===== src/sv/tbrl_pkg.sv =====
package tbrl_pkg;

  localparam int NUM_SESSIONS    = 16;
  localparam int TOKEN_FRAC_BITS = 16;
  localparam int TIME_FRAC_BITS  = 16;
  localparam int NUM_CATS        = 5;
  localparam int NUM_BUCKETS     = NUM_SESSIONS * NUM_CATS;
  localparam int BKT_W           = $clog2(NUM_BUCKETS);

  localparam int SESS_W     = 4;
  localparam int CAT_W      = 3;
  localparam int TIME_W     = 32;
  localparam int CAP_W      = 10;
  localparam int RATE_W     = 26;
  localparam int TOK_W      = 26;
  localparam int CFG_IDX_W  = 3;
  localparam int CFG_DATA_W = 26;

  localparam int LEVEL_W = CAP_W + TOKEN_FRAC_BITS;
  localparam int PROD_W  = TIME_W + RATE_W;
  localparam int SH_L    = (TOKEN_FRAC_BITS > TIME_FRAC_BITS) ?
                           (TOKEN_FRAC_BITS - TIME_FRAC_BITS) : 0;
  localparam int SH_R    = (TIME_FRAC_BITS > TOKEN_FRAC_BITS) ?
                           (TIME_FRAC_BITS - TOKEN_FRAC_BITS) : 0;
  localparam int ADD_W   = PROD_W + SH_L;

  localparam int IN_FIELDS_W  = SESS_W + CAT_W + TIME_W;
  localparam int IN_TDATA_W   = ((IN_FIELDS_W + 7) / 8) * 8;
  localparam int OUT_FIELDS_W = 1 + TOK_W;
  localparam int OUT_TDATA_W  = ((OUT_FIELDS_W + 7) / 8) * 8;

  localparam int Q_DEPTH = 2;
  localparam int Q_PTR_W = $clog2(Q_DEPTH);
  localparam int Q_CNT_W = $clog2(Q_DEPTH + 1);

  localparam logic [CAT_W-1:0] CAT_TOUCH = CAT_W'(0);
  localparam logic [CAT_W-1:0] CAT_TEXT  = CAT_W'(1);
  localparam logic [CAT_W-1:0] CAT_MACRO = CAT_W'(2);
  localparam logic [CAT_W-1:0] CAT_OCR   = CAT_W'(3);
  localparam logic [CAT_W-1:0] CAT_AUTH  = CAT_W'(4);

  localparam logic [CFG_IDX_W-1:0] CFG_TOUCH_CAP = CFG_IDX_W'(0);
  localparam logic [CFG_IDX_W-1:0] CFG_TEXT_CAP  = CFG_IDX_W'(1);
  localparam logic [CFG_IDX_W-1:0] CFG_MACRO_CAP = CFG_IDX_W'(2);
  localparam logic [CFG_IDX_W-1:0] CFG_OCR_CAP   = CFG_IDX_W'(3);
  localparam logic [CFG_IDX_W-1:0] CFG_AUTH_CAP  = CFG_IDX_W'(4);
  localparam logic [CFG_IDX_W-1:0] CFG_AUTH_RATE = CFG_IDX_W'(5);

  localparam logic [LEVEL_W-1:0] ONE_TOKEN = LEVEL_W'(64'd1 << TOKEN_FRAC_BITS);
  localparam longint GRANT_LEFT_MAX = ((longint'(1) << CAP_W) - 2) << TOKEN_FRAC_BITS;

  typedef enum logic [1:0] {
    OP_CONSUME,
    OP_CLEAR,
    OP_NONE
  } op_t;

  typedef struct packed {
    op_t               op;
    logic [BKT_W-1:0]  idx;
    logic [CAT_W-1:0]  cat;
    logic [TIME_W-1:0] now;
  } req_t;

  typedef struct packed {
    logic [NUM_CATS-1:0][CAP_W-1:0] cap;
    logic [RATE_W-1:0]              auth_rate;
  } cfg_t;

  localparam cfg_t CFG_RESET = '{
    cap:       {CAP_W'(5), CAP_W'(2), CAP_W'(5), CAP_W'(20), CAP_W'(100)},
    auth_rate: RATE_W'(5461)
  };

  typedef enum logic [1:0] {
    B_IDLE,
    B_READ,
    B_REFILL,
    B_TAKE
  } bst_t;

endpackage


===== src/sv/tbrl_queue.sv =====
module tbrl_queue (
  input  logic           clk,
  input  logic           rst_n,
  input  logic           push,
  input  tbrl_pkg::req_t wdata,
  output logic           full,
  input  logic           pop,
  output tbrl_pkg::req_t rdata,
  output logic           nonempty
);

  tbrl_pkg::req_t                 ent_r [tbrl_pkg::Q_DEPTH];
  logic [tbrl_pkg::Q_PTR_W-1:0]   wptr_r, wptr_nxt;
  logic [tbrl_pkg::Q_PTR_W-1:0]   rptr_r, rptr_nxt;
  logic [tbrl_pkg::Q_CNT_W-1:0]   cnt_r, cnt_nxt;

  always_comb begin
    wptr_nxt = push ? tbrl_pkg::Q_PTR_W'(wptr_r + 1'b1) : wptr_r;
    rptr_nxt = pop  ? tbrl_pkg::Q_PTR_W'(rptr_r + 1'b1) : rptr_r;
    cnt_nxt  = cnt_r;
    if (push && !pop) begin
      cnt_nxt = tbrl_pkg::Q_CNT_W'(cnt_r + 1'b1);
    end else if (pop && !push) begin
      cnt_nxt = tbrl_pkg::Q_CNT_W'(cnt_r - 1'b1);
    end
  end

  always_ff @(posedge clk) begin
    if (!rst_n) begin
      wptr_r <= '0;
      rptr_r <= '0;
      cnt_r  <= '0;
    end else begin
      wptr_r <= wptr_nxt;
      rptr_r <= rptr_nxt;
      cnt_r  <= cnt_nxt;
    end
  end

  always_ff @(posedge clk) begin
    if (push) begin
      ent_r[wptr_r] <= wdata;
    end
  end

  assign full     = cnt_r == tbrl_pkg::Q_CNT_W'(tbrl_pkg::Q_DEPTH);
  assign nonempty = cnt_r != '0;
  assign rdata    = ent_r[rptr_r];

endmodule


===== config.mk =====
export PLATFORM = sky130hd
export DESIGN_NAME = tbrl_queue
export DESIGN_NICKNAME = d
export VERILOG_FILES = /design/src/sv/tbrl_pkg.sv /design/src/sv/tbrl_queue.sv
export SDC_FILE = /design/constraint.sdc
export NUM_CORES = 1
export LEC_CHECK = 0
export BUFFER_PORTS_ARGS = -buffer_cell sky130_fd_sc_hd__buf_2
export CORE_MARGIN = 5
export CORE_UTILIZATION = 46
export DETAILED_ROUTE_END_ITERATION = 16
export PLACE_DENSITY = 0.74
export SLEW_MARGIN = 30
export SYNTH_ARGS = -nofsm -noshare
export SYNTH_HDL_FRONTEND = slang
export SYNTH_SLANG_ARGS = --single-unit

===== constraint.sdc =====
create_clock -name clk -period 3.1 [get_ports clk]
set_input_delay 0.465 -clock clk [delete_from_list [all_inputs] [get_ports clk]]
set_output_delay 0.465 -clock clk [all_outputs]
set_load 0.02 [all_outputs]

# Word level (Yosys, flattened, before mapping)
# Memory sizes are Yosys's and may differ from the RTL's. A register that Yosys moved wholly into a read port is not among the register bits.
# Cells that the tools add are included.
# word_totals
ff_bits	4
latch_bits	0
ram_bits	88
mem_bits_ro	0
inputBits	48
out_inout_bits	46
elab_cells	21
n_memories	1
# memory_table
memory	words	width	read_ports	rd_ports_with_merged_regs	wr	line	text
ent_r	2	44	1	1	1	tbrl_queue.sv:12	tbrl_pkg::req_t ent_r [tbrl_pkg::Q_DEPTH];
# op_classes
n_addsub	4
mul	0
div	0
order_cmp	0
eq_ne	1
shifts	0
mux	6
bitwise_logic	0
reduce_logical	6
# ops
op	count
two-way mux 1 bit	4
two-way mux 2 bit	2
nonzero test 2 bit	2
adder 1 bit, second input constant	2
adder 2 x 1 -> 2 bit, second input constant	1
equality test 2 bit, second input constant	1
logical AND 1 bit	2
zero test 1 bit	2
subtractor 2 x 1 -> 2 bit, second input constant	1

# Longest topological paths before layout
# Gate-level depths: netlist (run 1).
# logic_depth
ltp_word	4
ltp_mapped	5
ltp_nobuf	5

# Worst setup path before layout (run 1)
# OpenSTA, ideal clock, no wires.
# synth_timing
path_kind	input -> register
from	in push
to	mem ent_r[0][0] in the netlist's numbering, enable pin
setup_time_ns	0.452
arrival_ns	2.456
required_time_ns	2.648
slack_ns	0.192
stages	1
path_buffers	0
cell_sequence	nor2b_1
# synth_between
elab_chain_cells	2
# synth_lines
item	line	text
from (decl)	tbrl_queue.sv:4	input logic push,
two-way mux 1 bit	tbrl_queue.sv:41	if (push) begin
two-way mux 1 bit (implied by the code)	tbrl_queue.sv:42	ent_r[wptr_r] <= wdata;
to (decl)	tbrl_queue.sv:12	
# Every way passes these cells.

==> results of run 1 <==
registers in the layout, indices dropped and copies added (netlist names), named ones only:
signal  flops
wptr_r      1
rptr_r      1
cnt_r       2
ent_r      88
layout make-up:
cell class	count	area, um2
clock buffer	9	123.9
inverter	1	3.754
tap	99	123.9
timing repair buffer	96	513.0
clock inverter	7	87.58
sequential	93	2744
fill	567	3035
multi-input combinational	60	621.8
per-layer routing:
layer | track usage | vias up | wire length (um)
met4 | 0.06754 | 0 | 44
li1 | - | 821 | -
met1 | 0.1542 | 840 | 2361
met2 | 0.2168 | 63 | 3109
met3 | 0.02893 | 4 | 360
met5 | 0 | - | 0
report_power, final:
part	total (mW)	internal (mW)	switching [mW]	leakage [nW]
Clock	0.840	0.394	0.446	0.109
Combinational	0.333	0.146	0.188	0.621
Sequential	1.47	1.45	0.0261	0.868
Total	2.65	1.99	0.660	1.60
cells in the final DEF, fill, tap and decap left out:
cell type	netlist	final
buf_12	0	2
clkinv_4	0	1
or2_2	1	1
dfxtp_2	0	1
mux2_2	44	44
bufinv_16	0	1
buf_2	1	93
xnor2_1	1	1
clkbuf_8	0	9
buf_4	0	1
inv_1	1	1
nor2b_4	0	1
or3_1	1	1
o21a_1	1	1
xor2_1	2	2
edfxtp_1	88	88
and2_1	4	3
dfxtp_1	5	4
and2_2	0	1
a21boi_1	1	1
ha_1	1	1
inv_6	0	3
o21ai_0	1	1
inv_8	0	2
nor2b_1	2	1
and2b_2	1	1
final timing paths:
path,depth (start not counted),slack [ns],end,from
worst min register to register,2,0.51,cnt_r[1]$_SDFFE_PN0P_,cnt_r[1]$_SDFFE_PN0P_
worst min-delay path,1,0.29,ent_r[0][0]$_DFFE_PP_,wdata[0]
worst max-delay path,3,0.88,rdata[33],flip-flop
worst max register to register,2,1.47,ent_r[1][11]$_DFFE_PP_,wptr_r$_SDFFE_PN0P_
cells by family (layout without fill, tap and decap cells):
logic type,after synthesis,after routing,synth area share
xor gates and xnor gates,3,3,0.007708
muxes,44,44,0.1453
DFF,93,93,0.8044
adders and majority gates,1,1,0.003669
AOI/OAI and AO/OA,3,3,0.005872
buffers and inverters,6,113,0.01578
and+or+nand+nor,9,9,0.01725
stage by stage:
| step | area (um2) | worst slack, ns | power [mW] | utilization |
|---|---|---|---|---|
| after floorplan | 3410 | 0.1920 | 1.716 | - |
| after detailed placement | 4006 | 1.236 | 1.842 | 0.5524 |
| after global placement | 4006 | 1.239 | 1.834 | 0.5524 |
| after CTS | 4218 | 0.8362 | 2.679 | 0.5815 |
| after global routing | 4218 | 0.7918 | 2.751 | 0.5815 |
| final | 4218 | 0.8841 | 2.647 | 0.5815 |
worst max-delay path: stages, from the launching register on:
cell	delay, ns
dfxtp_2	0.62
buf_12	0.26
mux2_2	0.36
buf_2	0.16
==> flow_summary.ini, run 1 <==
[drt]
wirelength_um = 5874
postRouteAntennaNets = 0
drc = 0
first_iter_violations = 70
vias = 1728
drtPass1Iterations = 4
vias_per_cell = 4.734
wl_per_cell_um = 16.09

[clock_tree]
numCtsBuffers = 9
clockBufferDepth = 2
cts_resized = 0
cts-root-buf = clkbuf_8
clk_pin_slew_worst_paths_ns = 0.10
worst_skew_pair.late_latency_ns = 0.36
clock-sinks = 93
cts_tree = yes
htreeDepth = 3
cts_hold_buf = 0
postCtsSetupRepairBufs = 0

[cells_and_area]
synthToLayoutAreaGrowth_pct = 23.71
layout.cells.non_filler = 365
nets = 310
layout-drive-gt1-share = 0.6053
antenna_cells = 0

[run_status]
status = complete, no violations

[power_and_ir_drop]
peakVddDrop_v = 0.0003334
p_per_area_nw_per_um2 = 627.5
p_leak_nw = 1.597

[synthesis]
ys_async_sr_fraction = 0
avgSynthCellArea_um2 = 21.44
syn_inst = 159
netlist_top_cells_count = 88 x edfxtp_1, 44 x mux2_2, 5 x dfxtp_1
ys.flop_type = edfxtp_1
synth_area_leaders = edfxtp_1 78%, mux2_2 15%, dfxtp_1 2.9%
synth.most_common_cell = edfxtp_1
synth_seq_cells = 93
yosysTopAreaCellShare = 0.7750
syn_nets = 208
synth-edff-count = 88
synth_top_area_cell = edfxtp_1
netlist-cell-type-count = 17
synth_area_um2 = 3410
ys_warn_count = 0
ys_seq_area_frac = 0.8044

[place]
gp_congestion = 0.7331
dp_cells = 349
hpwl_um = 4094
io_buffers = 93

[floorplanning]
core_um2 = 7253
die-area_um2 = 9233
num_rows = 31
die_w_um = 96.09
fp.dieH_um = 96.09
io_pins = 94
start_util = 0.4701

[job]
max_cap_viol_count = 0

[sta]
max-slew-margin-rel = 0.6343
clock.fmax_ghz = 0.4513
slew_violations = 0
skew_ns = 0.009413
post-route-min-period_ns = 2.216
tns_ns = 0
rsz0062_at_grt = no
worst_pin_slew_ns = 0.5473
whs_ns = 0.2868
finalHoldViolCount = 0
setup_viol_count_final = 0
post-route-period-util = 0.7148

[worst_setup_path]
required_ns = 2.63
path_max_fanout = 28
worstSetupPathType = reg2out
critPathLaunchType = flip-flop
end_kind = output port
crit_arrival_ns = 1.75

[global_route]
antenna_found_initial = 0
grt_pass1_vias = 1826
grtUsageTotal = 0.1289
grt_max_degree = 29
grt_pass1_wl_um = 8666
grt_overflow_total = 0

[worst_hold_path]
hp-class = in2reg
(Power assumes the default switching activity.)
==> run 2, diff against run 1 <==
clock period = 1.9 ns   (was 3.1 ns; I/O delays follow)
==> run 2 against run 1 <==
Die area did not move. Combinational power rose by 67%. Design area fell by 0.74%. Worst hold slack got worse by 0.16 ns. Clock power rose by 32%. Critical path type unchanged.
==> flow_summary.ini, run 2 (synthesis results as in run 1) <==
[cells_and_area]
layout_common_cells = 93 x buf_2, 88 x edfxtp_1, 44 x mux2_2, 9 x clkbuf_8, 4 x dfxtp_1
fin_area_um2 = 4187
top_register = ent_r
reg_top3 = ent_r: 88 flops, cnt_r: 2 flops
fillCellCount = 578
largest_reg_flops = 88
nets = 311
antenna_cells = 0
regArea_um2 = 2744
final_util = 0.5772
multi_input_area_um2 = 621.8
layout-drive-gt1-share = 0.5993
final_common_cell = buf_2
synthToLayoutAreaGrowth_pct = 22.79

[clock_tree]
clock-sinks = 93
clockBufferDepth = 2
numCtsBuffers = 9
clk_pin_slew_worst_paths_ns = 0.09
postCtsSetupRepairBufs = 0
worst_skew_pair.late_latency_ns = 0.34
htreeDepth = 3
cts-root-buf = clkbuf_8
cts_hold_buf = 0
cts_tree = yes
cts_resized = 0

[sta]
tns_ns = 0
finalHoldViolCount = 0
slew_violations = 0
max-slew-margin-rel = 0.8193
clock.fmax_ghz = 0.5593
rsz0062_at_grt = no
skew_ns = 0.01088
post-route-min-period_ns = 1.788
setup_ws_ns = 0.1121
setup_viol_count_final = 0
worst_pin_slew_ns = 0.2711
post-route-period-util = 0.9410

[job]
max_cap_viol_count = 0

[worst_hold_path]
hold_path_end = ent_r[1][13]$_DFFE_PP_
hp-start = wdata[13]
min_path_cells = 1
hp-class = in2reg

[worst_setup_path]
end_kind = output port
crit_path_top_delay_cell = mux2_2
r2r-start = wptr_r$_SDFFE_PN0P_
critPathTopFamily = buffers and inverters
critPathBufInv = 2
path_max_fanout = 19
worstSetupPathType = reg2out
path_cells = buf_4 > mux2_2 > buf_2
required_ns = 1.62
max_stage_delay_ns = 0.38
critPathLaunchType = flip-flop
r2r_end = ent_r[1][2]$_DFFE_PP_
r2r_cells = 2
crit_arrival_ns = 1.50
ff2ff_setup_slack_ns = 0.75

[run_status]
status = complete, no violations

[drt]
drtPass1Iterations = 4
postRouteAntennaNets = 0
drc = 0
vias_per_cell = 4.724
vias = 1729
wirelength_um = 5764
first_iter_violations = 52
wl_per_cell_um = 15.75

[power_and_ir_drop]
peakVddDrop_v = 0.0004637
p_per_area_nw_per_um2 = 969.5
p_leak_nw = 1.574

[floorplanning]
die-area_um2 = 9233
num_rows = 31
core_um2 = 7253
fp.dieH_um = 96.09
die_w_um = 96.09
start_util = 0.4701
io_pins = 94

[place]
io_buffers = 93
hpwl_um = 3883
placed_cell_area_um2 = 4014
pre_cts_ws_ns = 0.4167
gp_congestion = 0.6615

[global_route]
grtUsageTotal = 0.1285
antenna_found_initial = 1
grt_max_degree = 46
grt_pass1_wl_um = 8625
grt_overflow_total = 0
grt_pass1_vias = 1798
==> run 2: cell count changes in the layout (fill, tap and decap cells not counted) <==
cell | before | now
inv_8 | 2 | 0
bufinv_16 | 1 | 0
inv_6 | 3 | 0
clkinv_4 | 1 | 2
clkbuf_1 | 0 | 2
buf_6 | 0 | 1
clkinvlp_4 | 0 | 2
clkinv_2 | 0 | 1
==> run 2: worst max path at each step <==
stage / start / endpoint / slack (ns) / cells after the start
finish: flip-flop / rdata[21] / 0.11 / 3
global route: flip-flop / rdata[42] / 0.04 / 3
CTS: flip-flop / rdata[27] / 0.04 / 3
detailed placement: flip-flop / rdata[27] / 0.42 / 3
global placement: flip-flop / rdata[26] / 0.43 / 3
floorplan: wptr_r$_SDFFE_PN0P_ / ent_r[1][0]$_DFFE_PP_ / 0.05 / 1
==> run 2: worst register-to-register path, delay by kind of cell (launching register included) <==
kind / cells / cell delay [ns]
AND/OR/NAND/NOR: 1 / 0.19
buffers and inverters: 1 / 0.25
flip-flops: 1 / 0.39
==> run 2: power breakdown <==
| part | leakage (nW) | internal [mW] | switching, mW |
|---|---|---|---|
| Clock | 0.0795 | 0.479 | 0.634 |
| Sequential | 0.868 | 2.36 | 0.0295 |
| Combinational | 0.627 | 0.239 | 0.317 |
| Total | 1.57 | 3.08 | 0.980 |
==> run 2: final cells by class <==
| cell class | instances | share of cell area |
|---|---|---|
| Sequential cell | 93 | 0.6554 |
| Multi-Input combinational cell | 60 | 0.1485 |
| Timing Repair Buffer | 97 | 0.1252 |
| Clock buffer | 11 | 0.03138 |
| Tap cell | 99 | 0.02959 |
| Inverter | 1 | 0.0008966 |
| Clock inverter | 5 | 0.008966 |
==> run 2: layer usage <==
layer / up-vias / track usage / wire [um]
li1: 825 / - / -
met1: 831 / 0.1616 / 2422
met2: 61 / 0.1995 / 2771
met3: 10 / 0.03987 / 459
met4: 2 / 0.06754 / 96
met5: - / 0 / 14
==> run 2: through the flow <==
stage | instances | hold slack [ns] | power [mW]
final | 366 | 0.1253 | 4.059
after global routing | 366 | 0.1028 | 4.250
after CTS | 366 | 0.1089 | 4.116
after detailed placement | 350 | 0.4760 | 3.004
after global placement | 350 | 0.4732 | 2.992
after floorplan | 159 | 0.3839 | 2.799
