==> src/sv/tbrl_pkg.sv <==
package tbrl_pkg;

  localparam int NUM_SESSIONS    = 16;
  localparam int TOKEN_FRAC_BITS = 16;
  localparam int TIME_FRAC_BITS  = 16;
  localparam int NUM_CATS        = 5;
  localparam int NUM_BUCKETS     = NUM_SESSIONS * NUM_CATS;
  localparam int BKT_W           = $clog2(NUM_BUCKETS);

  localparam int SESS_W     = 4;
  localparam int CAT_W      = 3;
  localparam int TIME_W     = 32;
  localparam int CAP_W      = 10;
  localparam int RATE_W     = 26;
  localparam int TOK_W      = 26;
  localparam int CFG_IDX_W  = 3;
  localparam int CFG_DATA_W = 26;

  localparam int LEVEL_W = CAP_W + TOKEN_FRAC_BITS;
  localparam int PROD_W  = TIME_W + RATE_W;
  localparam int SH_L    = (TOKEN_FRAC_BITS > TIME_FRAC_BITS) ?
                           (TOKEN_FRAC_BITS - TIME_FRAC_BITS) : 0;
  localparam int SH_R    = (TIME_FRAC_BITS > TOKEN_FRAC_BITS) ?
                           (TIME_FRAC_BITS - TOKEN_FRAC_BITS) : 0;
  localparam int ADD_W   = PROD_W + SH_L;

  localparam int IN_FIELDS_W  = SESS_W + CAT_W + TIME_W;
  localparam int IN_TDATA_W   = ((IN_FIELDS_W + 7) / 8) * 8;
  localparam int OUT_FIELDS_W = 1 + TOK_W;
  localparam int OUT_TDATA_W  = ((OUT_FIELDS_W + 7) / 8) * 8;

  localparam int Q_DEPTH = 2;
  localparam int Q_PTR_W = $clog2(Q_DEPTH);
  localparam int Q_CNT_W = $clog2(Q_DEPTH + 1);

  localparam logic [CAT_W-1:0] CAT_TOUCH = CAT_W'(0);
  localparam logic [CAT_W-1:0] CAT_TEXT  = CAT_W'(1);
  localparam logic [CAT_W-1:0] CAT_MACRO = CAT_W'(2);
  localparam logic [CAT_W-1:0] CAT_OCR   = CAT_W'(3);
  localparam logic [CAT_W-1:0] CAT_AUTH  = CAT_W'(4);

  localparam logic [CFG_IDX_W-1:0] CFG_TOUCH_CAP = CFG_IDX_W'(0);
  localparam logic [CFG_IDX_W-1:0] CFG_TEXT_CAP  = CFG_IDX_W'(1);
  localparam logic [CFG_IDX_W-1:0] CFG_MACRO_CAP = CFG_IDX_W'(2);
  localparam logic [CFG_IDX_W-1:0] CFG_OCR_CAP   = CFG_IDX_W'(3);
  localparam logic [CFG_IDX_W-1:0] CFG_AUTH_CAP  = CFG_IDX_W'(4);
  localparam logic [CFG_IDX_W-1:0] CFG_AUTH_RATE = CFG_IDX_W'(5);

  localparam logic [LEVEL_W-1:0] ONE_TOKEN = LEVEL_W'(64'd1 << TOKEN_FRAC_BITS);
  localparam longint GRANT_LEFT_MAX = ((longint'(1) << CAP_W) - 2) << TOKEN_FRAC_BITS;

  typedef enum logic [1:0] {
    OP_CONSUME,
    OP_CLEAR,
    OP_NONE
  } op_t;

  typedef struct packed {
    op_t               op;
    logic [BKT_W-1:0]  idx;
    logic [CAT_W-1:0]  cat;
    logic [TIME_W-1:0] now;
  } req_t;

  typedef struct packed {
    logic [NUM_CATS-1:0][CAP_W-1:0] cap;
    logic [RATE_W-1:0]              auth_rate;
  } cfg_t;

  localparam cfg_t CFG_RESET = '{
    cap:       {CAP_W'(5), CAP_W'(2), CAP_W'(5), CAP_W'(20), CAP_W'(100)},
    auth_rate: RATE_W'(5461)
  };

  typedef enum logic [1:0] {
    B_IDLE,
    B_READ,
    B_REFILL,
    B_TAKE
  } bst_t;

endpackage

==> src/sv/tbrl_front.sv <==
module tbrl_front (
  input  logic                             in_tvalid,
  output logic                             in_tready,
  input  logic                             in_tuser,
  input  logic [tbrl_pkg::IN_TDATA_W-1:0]  in_tdata,
  input  logic                             q_full,
  output logic                             q_push,
  output tbrl_pkg::req_t                   q_wdata
);

  localparam int LIN_W = tbrl_pkg::SESS_W + tbrl_pkg::CAT_W;

  logic [tbrl_pkg::SESS_W-1:0] sess;
  logic [tbrl_pkg::CAT_W-1:0]  cat;
  logic [LIN_W-1:0]            base;
  logic                        sess_ok;
  logic                        cat_ok;

  always_comb begin
    sess    = in_tdata[tbrl_pkg::SESS_W-1:0];
    cat     = in_tdata[tbrl_pkg::SESS_W +: tbrl_pkg::CAT_W];
    base    = LIN_W'(sess) * LIN_W'(tbrl_pkg::NUM_CATS);
    sess_ok = int'(sess) < tbrl_pkg::NUM_SESSIONS;
    cat_ok  = int'(cat) < tbrl_pkg::NUM_CATS;

    q_wdata.now = in_tdata[tbrl_pkg::SESS_W + tbrl_pkg::CAT_W +: tbrl_pkg::TIME_W];
    q_wdata.cat = cat;
    q_wdata.idx = tbrl_pkg::BKT_W'(base + LIN_W'(cat));
    // a session clear points at the first of its buckets
    if (!sess_ok) begin
      q_wdata.op = tbrl_pkg::OP_NONE;
    end else if (in_tuser) begin
      q_wdata.op  = tbrl_pkg::OP_CLEAR;
      q_wdata.idx = tbrl_pkg::BKT_W'(base);
    end else if (!cat_ok) begin
      q_wdata.op = tbrl_pkg::OP_NONE;
    end else begin
      q_wdata.op = tbrl_pkg::OP_CONSUME;
    end
  end

  assign in_tready = !q_full;
  assign q_push    = in_tvalid && !q_full;

endmodule

==> config.mk <==
export PLATFORM = sky130hd
export DESIGN_NAME = tbrl_front
export DESIGN_NICKNAME = d
export VERILOG_FILES = /design/src/sv/tbrl_pkg.sv /design/src/sv/tbrl_front.sv
export SDC_FILE = /design/constraint.sdc
export NUM_CORES = 1
export LEC_CHECK = 0
export ABC_AREA = 1
export BUFFER_PORTS_ARGS = -buffer_cell sky130_fd_sc_hd__buf_2
export CAP_MARGIN = 20
export CORE_ASPECT_RATIO = 1.2
export CORE_MARGIN = 5
export CORE_UTILIZATION = 35
export DETAILED_ROUTE_END_ITERATION = 8
export PLACE_DENSITY_LB_ADDON = 0.25
export SETUP_SLACK_MARGIN = 0.4
export SLEW_MARGIN = 20
export SYNTH_ARGS = -nofsm -noshare
export SYNTH_HDL_FRONTEND = slang
export SYNTH_SLANG_ARGS = --single-unit
export TNS_END_PERCENT = 50
==> constraint.sdc <==
create_clock -name vclk -period 5.9
set_clock_uncertainty 0.15 [all_clocks]
set_input_delay 1.18 -clock vclk [all_inputs]
set_output_delay 1.18 -clock vclk [all_outputs]
set_load 0.01 [all_outputs]
### Word-level counts from Yosys, hierarchy flattened

Cells that the tools add are included.

| operators by class | value |
|---|---|
| $add $sub $neg | 1 |
| $mul | 1 |
| magnitude comparators | 1 |
| muxes and demuxes | 3 |
| reductions and logical operators | 2 |

Operators by type and width:

| operator | number |
|---|---|
| adder 7 x 3 -> 7 bit | 1 |
| multiplier 4 x 3 -> 7 bit (second input constant) | 1 |
| 2-to-1 mux 7 bit | 1 |
| 2-to-1 mux 2 bit | 2 |
| < comparator 3 bit (second input constant) | 1 |
| logical AND 1 bit | 1 |
| zero test 1 bit | 1 |

| word-level totals | value |
|---|---|
| bits in registers | 0 |
| input port bits | 43 |
| output and inout bits | 46 |

### Depth between registers and ports, before layout

Gate-level depths: netlist of run 1.

| logic depth | value |
|---|---|
| word-level depth | 3 |
| gate-level depth with buffers | 9 |
| depth with buffers taken out | 9 |

### Worst setup path before layout of run 1

OpenSTA, ideal clock, no wires.

| timing path | value |
|---|---|
| path type | input to output |
| start | input port in_tdata[1] (netlist bit) |
| end | output port q_wdata[41] (netlist bit) |
| arrival time | 2.545 ns |
| required time | 4.570 ns |
| path slack | 2.025 ns |
| stages | 7 |
| buffers on the path | 0 |
| cells stage by stage | ha_1 > ha_1 > fa_1 > nand3_2 > nor2_1 > nand3_1 > nand2_1 |

RTL lines:

| what | line | source |
|---|---|---|
| start: declaration | tbrl_front.sv:5 | `input logic [tbrl_pkg::IN_TDATA_W-1:0] in_tdata,` |
| end: declaration | tbrl_front.sv:8 | `output tbrl_pkg::req_t q_wdata` |

==> results of run 1 <==
synth_stat cells (all sizes together):
cell	instances	share of area, %
nand4	1	0.95
nand3	7	7.6
nand2	28	17
buf	36	41
fa	2	6.1
inv	14	8.0
o21ai	3	2.3
nor2	4	2.3
nand3b	1	1.1
ha	7	13
final cells by class:
type                            instances  area [um^2]
Fill cell                             218         1296
Multi-Input combinational cell         53        336.6
Timing Repair Buffer                   24        120.1
Inverter                               14        52.55
Tap cell                               19        23.77
layer usage:
layer  part of all wire (%)  track usage, %  wire, um  vias up
met4                    1.6           1.498        20        0
li1                       -               -         -      256
met5                      0               0         0        -
met1                     38           9.938       470      204
met3                     17           3.916       207        4
met2                     43           13.27       536       35
power by group through the flow:
stage / Sequential [W] / Combinational [W] / Clock [W]
finish: 0 / 0.0000504 / 0
global route: 0 / 0.0000584 / 0
CTS: 0 / 0.0000516 / 0
detailed placement: 0 / 0.0000514 / 0
global placement: 0 / 0.0000507 / 0
floorplan: 0 / 0.0000566 / 0
per-stage QoR:
stage	setup WS, ns	hold slack (ns)
2_1_floorplan	2.025	2.254
3_3_place_gp	1.733	2.210
3_5_place_dp	1.718	2.210
4_1_cts	1.725	2.210
5_1_grt	1.649	2.210
6_report	1.746	2.210
cells by family (layout without fill, tap and decap cells):
family / count (synthesis) / after routing / synth area share, %
AO/OA/AOI/OAI: 3 / 3 / 2.276
AND/OR/NAND/NOR: 41 / 41 / 29.41
adder cells (fa/ha/maj): 9 / 9 / 19.35
buffers and inverters: 50 / 38 / 48.96
worst min-delay path by stage:
stage / to / cells past startpoint
final: q_wdata[0] / 0
after floorplan: in_tready / 1
after detailed placement: q_wdata[16] / 0
after CTS: q_wdata[16] / 0
after global routing: q_wdata[20] / 0
after global placement: q_wdata[16] / 0
==> run metrics, run 1 <==
outcome finished clean; detailed-routing iteration count for the pre-antenna-repair pass 1; core area ~1800 um^2; placed instance count 110; Diodes inserted 0; Slew Limit Fails 0; mean instance size in the synthesized netlist between 6 and 7 um^2; grt ovf 0; pin count of the biggest net entering global routing 8; layout sequential cell count 0; maximum resistive drop on vdd 30.83 uV; count of cell instances traversed by the critical path 9; global routing usage summed across all routing layers 8.219%; die footprint 2855 um^2; cell type of the slowest stage on the worst timing path sky130_fd_sc_hd__fa_1; vias in the first global route about 460; peak per-stage delay on the critical path around 0.54 ns; global-route wire length before repair just over 2000 um; residual antenna-violating net count after detailed routing 0; number of design rule violations left after detail routing 0; starting DRC count in detailed routing 0; final-stage net count 145; Routed WL around 1200 um; most frequent standard cell in the layout excluding fill and tap cells sky130_fd_sc_hd__nand2_1; area of placed instances around 530 um^2; critical path endpoint category primary output; top library cells by usage in the layout, fill and taps aside 26 x sky130_fd_sc_hd__nand2_1, 24 x sky130_fd_sc_hd__buf_2, 11 x sky130_fd_sc_hd__inv_1; headroom to the max-slew limit around nine tenths; cell internal pwr between 0.00002 and 0.000025 W; Cell Rows 17; PortBufs 24; Initial Utilization 36.05%; Area Overhead vs Synth -19.17%; gate count after technology mapping between 100 and 150; Die Wd 49.62 um; crit start category primary input; fraction of power consumed by sequential logic 0%; Yosys cell types 14; critical path endpoint q_wdata[41]; highest clock rate 240.7 MHz; setup tns final 0 ns; clock group share of total power 0%; max capacitance violation total 0; required time at the endpoint of the critical path ~4.6 ns; fraction of power consumed by combinational cells 100.0%; startpoint of the lowest-slack hold path in_tdata[7]; Final Total Pwr just over 0.00005 W; Setup Crit Path Kind in2out; height of the chip 57.55 um; HPWL after detailed placement around 1100 um; number of instances resized during post-cts repair 0; cell family with the largest share of critical-path delay adder cells; time the final worst path needs with I/O delays and setup between 4 and 5 ns; Crit Path Max Fanout 4; total area of sequential cells 0 um^2; layout cell share with drive strength beyond 1 between 30% and 40%; Static Leakage 0.3487 nW; Mapped Nets roughly 160; Setup Viol. Count Final 0; number of warnings printed during yosys synthesis 0; count of non-filler cells in the finished layout 110; buffers and inverters on the worst path 2; worst setup path startpoint in_tdata[1]; classification of the worst-slack hold path in2out; number of hold violations in the final report 0; number of vias after detailed routing roughly 500; Net Switching 0.00002989 W; via-per-instance ratio about 4.5; areal power density over the cells between 90 and 100 nW/um^2; number of setup buffers added after CTS 0; number of antenna violations at the first check in global routing 0; arrival time at the worst endpoint between 2 and 3 ns; number of top-level pins between 80 and 90; post-layout utilization of the core between 20% and 30%; final period utilization between 70% and 80%; fin area roughly 530 um^2; clock buffers 0; fraction of power spent switching nets about three fifths; detail-routed net length per standard cell between 10 and 15 um; gpl congestion roughly 0.77; part of the Yosys area used for sequential elements 0%; Least-Margin Pin Slew 0.1560 ns; Post-CTS Hold Buffers 0; setup repair after global routing missed its margin false; cells along the critical path buf_2, ha_1, ha_1, fa_1, nand3_2, nor2_1, nand3_1, nand2_1, buf_2; area of the mapped netlist ~660 um^2
Power figures use the tool's default switching activity.
==> run 2, diff against run 1 <==
--- a/config.mk
+++ b/config.mk
@@ -10,7 +10,7 @@
 export CAP_MARGIN = 20
 export CORE_ASPECT_RATIO = 1.2
 export CORE_MARGIN = 5
-export CORE_UTILIZATION = 35
+export CORE_UTILIZATION = 30
 export DETAILED_ROUTE_END_ITERATION = 8
 export PLACE_DENSITY_LB_ADDON = 0.25
 export SETUP_SLACK_MARGIN = 0.4
==> constraint.sdc (replaced) <==
create_clock -name vclk -period 3.55
set_clock_uncertainty 0.15 [all_clocks]
set_input_delay 0.71 -clock vclk [all_inputs]
set_output_delay 0.71 -clock vclk [all_outputs]
set_load 0.01 [all_outputs]
==> run 2 against run 1 <==
First-iteration DRC count grew 2. Critical path depth grew 1. Combinational power grew 88%. Worst setup slack lost 1.3 ns. Die area grew 13%. Via count grew 3.6%. Routed wire length shrank 1.8%. Utilization shrank 0.33 points. Critical path type unchanged. Critical endpoint unchanged. Highest routed layer is now met3.
==> run metrics, run 2 (synthesis gave the netlist of run 1 again) <==
post-layout utilization of the core 28.80% (-0.33 points); top library cells by usage in the layout, fill and taps aside 25 x sky130_fd_sc_hd__nand2_1, 22 x sky130_fd_sc_hd__buf_2, 11 x sky130_fd_sc_hd__inv_1; Setup Viol. Count Final 0 (unchanged); Slew Limit Fails 0 (unchanged); number of hold violations in the final report 0 (unchanged); Post-CTS Hold Buffers 0 (unchanged); fraction of power spent switching nets 55.80% (-3.4 points); classification of the worst-slack hold path in2out; outcome finished clean; detail-routed net length per standard cell 9.934 um (-11%); Die Wd 52.80 um (+6.4%); Crit Path Max Fanout 5 (+1); setup repair after global routing missed its margin true; maximum resistive drop on vdd 51.48 uV (+67%); worst setup path startpoint in_tdata[3]; pin count of the biggest net entering global routing 8 (unchanged); critical path endpoint category primary output; clock buffers 0 (unchanged); global-route wire length before repair 1814 um (-12%); HPWL after detailed placement 1032 um (-8.0%); Routed WL 1212 um (-1.8%); time the final worst path needs with I/O delays and setup a little over 3 ns; via-per-instance ratio 4.238 (-6.6%); Diodes inserted 0 (unchanged); Setup Crit Path Kind in2out; starting DRC count in detailed routing 2 (+2); final-stage net count 146 (+0.69%); residual antenna-violating net count after detailed routing 0 (unchanged); fill cell total of the finished layout 253 (+16%); gpl congestion 0.7211 (-5.9%); Least-Margin Pin Slew 0.1572 ns (+0.001116 ns); fraction of power consumed by combinational cells 100.0% (about the same); number of antenna violations at the first check in global routing 0 (unchanged); headroom to the max-slew limit 89.41% (-0.19 points); number of vias after detailed routing 517 (+3.6%); cell internal pwr 0.00004199 W (+100%); most frequent standard cell in the layout excluding fill and tap cells sky130_fd_sc_hd__nand2_1; number of top-level pins 89 (unchanged); Static Leakage 0.3569 nW (+2.3%); grt ovf 0 (unchanged); Net Switching 0.00005301 W (+77%); height of the chip 61.36 um (+6.6%); die footprint 3239 um^2 (+13%); final period utilization between 80% and 90%; final worst-path setup slack 0.4633 ns (-1.282 ns); global routing usage summed across all routing layers 6.907% (-1.3 points); detailed-routing iteration count for the pre-antenna-repair pass 2 (+1); required time at the endpoint of the critical path 2.69 ns (-1.88 ns); number of design rule violations left after detail routing 0 (unchanged); clock group share of total power 0% (unchanged); Area Overhead vs Synth -9.488%; total area of sequential cells 0 um^2 (unchanged); max capacitance violation total 0 (unchanged); worst hold margin 1.270 ns (-0.9400 ns); PortBufs 24 (unchanged); Cell Rows 18 (+1); Placement Setup Slack 0.3230 ns (-1.395 ns); core area 2072 um^2 (+13%); layout cell share with drive strength beyond 1 40.22% (+5.1 points); multi-input combinational cell area 366.6 um^2 (+8.9%); area of placed instances 546.8 um^2 (+2.6%); vias in the first global route 469 (+1.1%); fraction of power consumed by sequential logic 0% (unchanged); areal power density over the cells 159.2 nW/um^2 (+68%); fin area 596.8 um^2 (+12%); startpoint of the lowest-slack hold path in_tdata[17]; critical path endpoint q_wdata[41]; crit start category primary input; setup tns final 0 ns (unchanged); layout sequential cell count 0 (unchanged); Initial Utilization 31.82% (-4.2 points); arrival time at the worst endpoint 2.23 ns (-0.59 ns); highest clock rate between 300 and 400 MHz
[run 2: cell count changes in the layout (fill, tap and decap cells not counted), sizes merged]
cell / before / now
buf: 24 / 25
[run 2: routing by layer]
| layer | vias to the layer above | part of all wire, % | track usage, % |
|---|---|---|---|
| met4 | 0 | 0 | 0.7299 |
| met1 | 226 | 41 | 8.006 |
| met5 | - | 0 | 0 |
| met3 | 0 | 13 | 1.695 |
| met2 | 31 | 47 | 13.12 |
| li1 | 260 | - | - |
[run 2: per-stage QoR]
step,power [W],std cells
floorplan,0.00009402,103
global placement,0.00008416,121
detailed placement,0.00008573,121
CTS,0.00009044,122
global route,0.0001072,122
finish,0.00009501,122
[run 2: layout make-up]
cell class | count | area share (%)
multi-input cells | 53 | 61.43
repair buffers | 25 | 23.48
inverters | 14 | 8.805
well taps | 30 | 6.289
[run 2: power groups by stage]
| stage | Combinational [W] | Sequential (W) | Clock, W |
|---|---|---|---|
| global route | 0.000107 | 0 | 0 |
| detailed placement | 0.0000857 | 0 | 0 |
| finish | 0.0000950 | 0 | 0 |
| CTS | 0.0000904 | 0 | 0 |
| global placement | 0.0000842 | 0 | 0 |
| floorplan | 0.0000940 | 0 | 0 |
[run 2: worst min-delay path by stage]
stage | to | depth (start not counted) | slack [ns]
2_1_floorplan | in_tready | 1 | 1.31
3_3_place_gp | q_wdata[18] | 0 | 1.27
3_5_place_dp | q_wdata[18] | 0 | 1.27
4_1_cts | q_wdata[18] | 0 | 1.27
5_1_grt | q_wdata[1] | 0 | 1.27
6_report | q_wdata[10] | 0 | 1.27
[run 2: timing repair]
item / CTS / global route
resized for setup: 2 / 8
setup endpoints to repair: 2 / 3
pin swaps: 4 / 6
buffers inserted: 1 / 0
[run 2: worst max-delay path: stages]
cell and delay (ns):
sky130_fd_sc_hd__buf_6 0.11, sky130_fd_sc_hd__ha_4 0.24, sky130_fd_sc_hd__ha_4 0.16, sky130_fd_sc_hd__fa_1 0.54
sky130_fd_sc_hd__nand3_2 0.10, sky130_fd_sc_hd__inv_2 0.08, sky130_fd_sc_hd__nand3_2 0.05, sky130_fd_sc_hd__nand2_1 0.05
sky130_fd_sc_hd__nand2_1 0.05, sky130_fd_sc_hd__buf_2 0.13
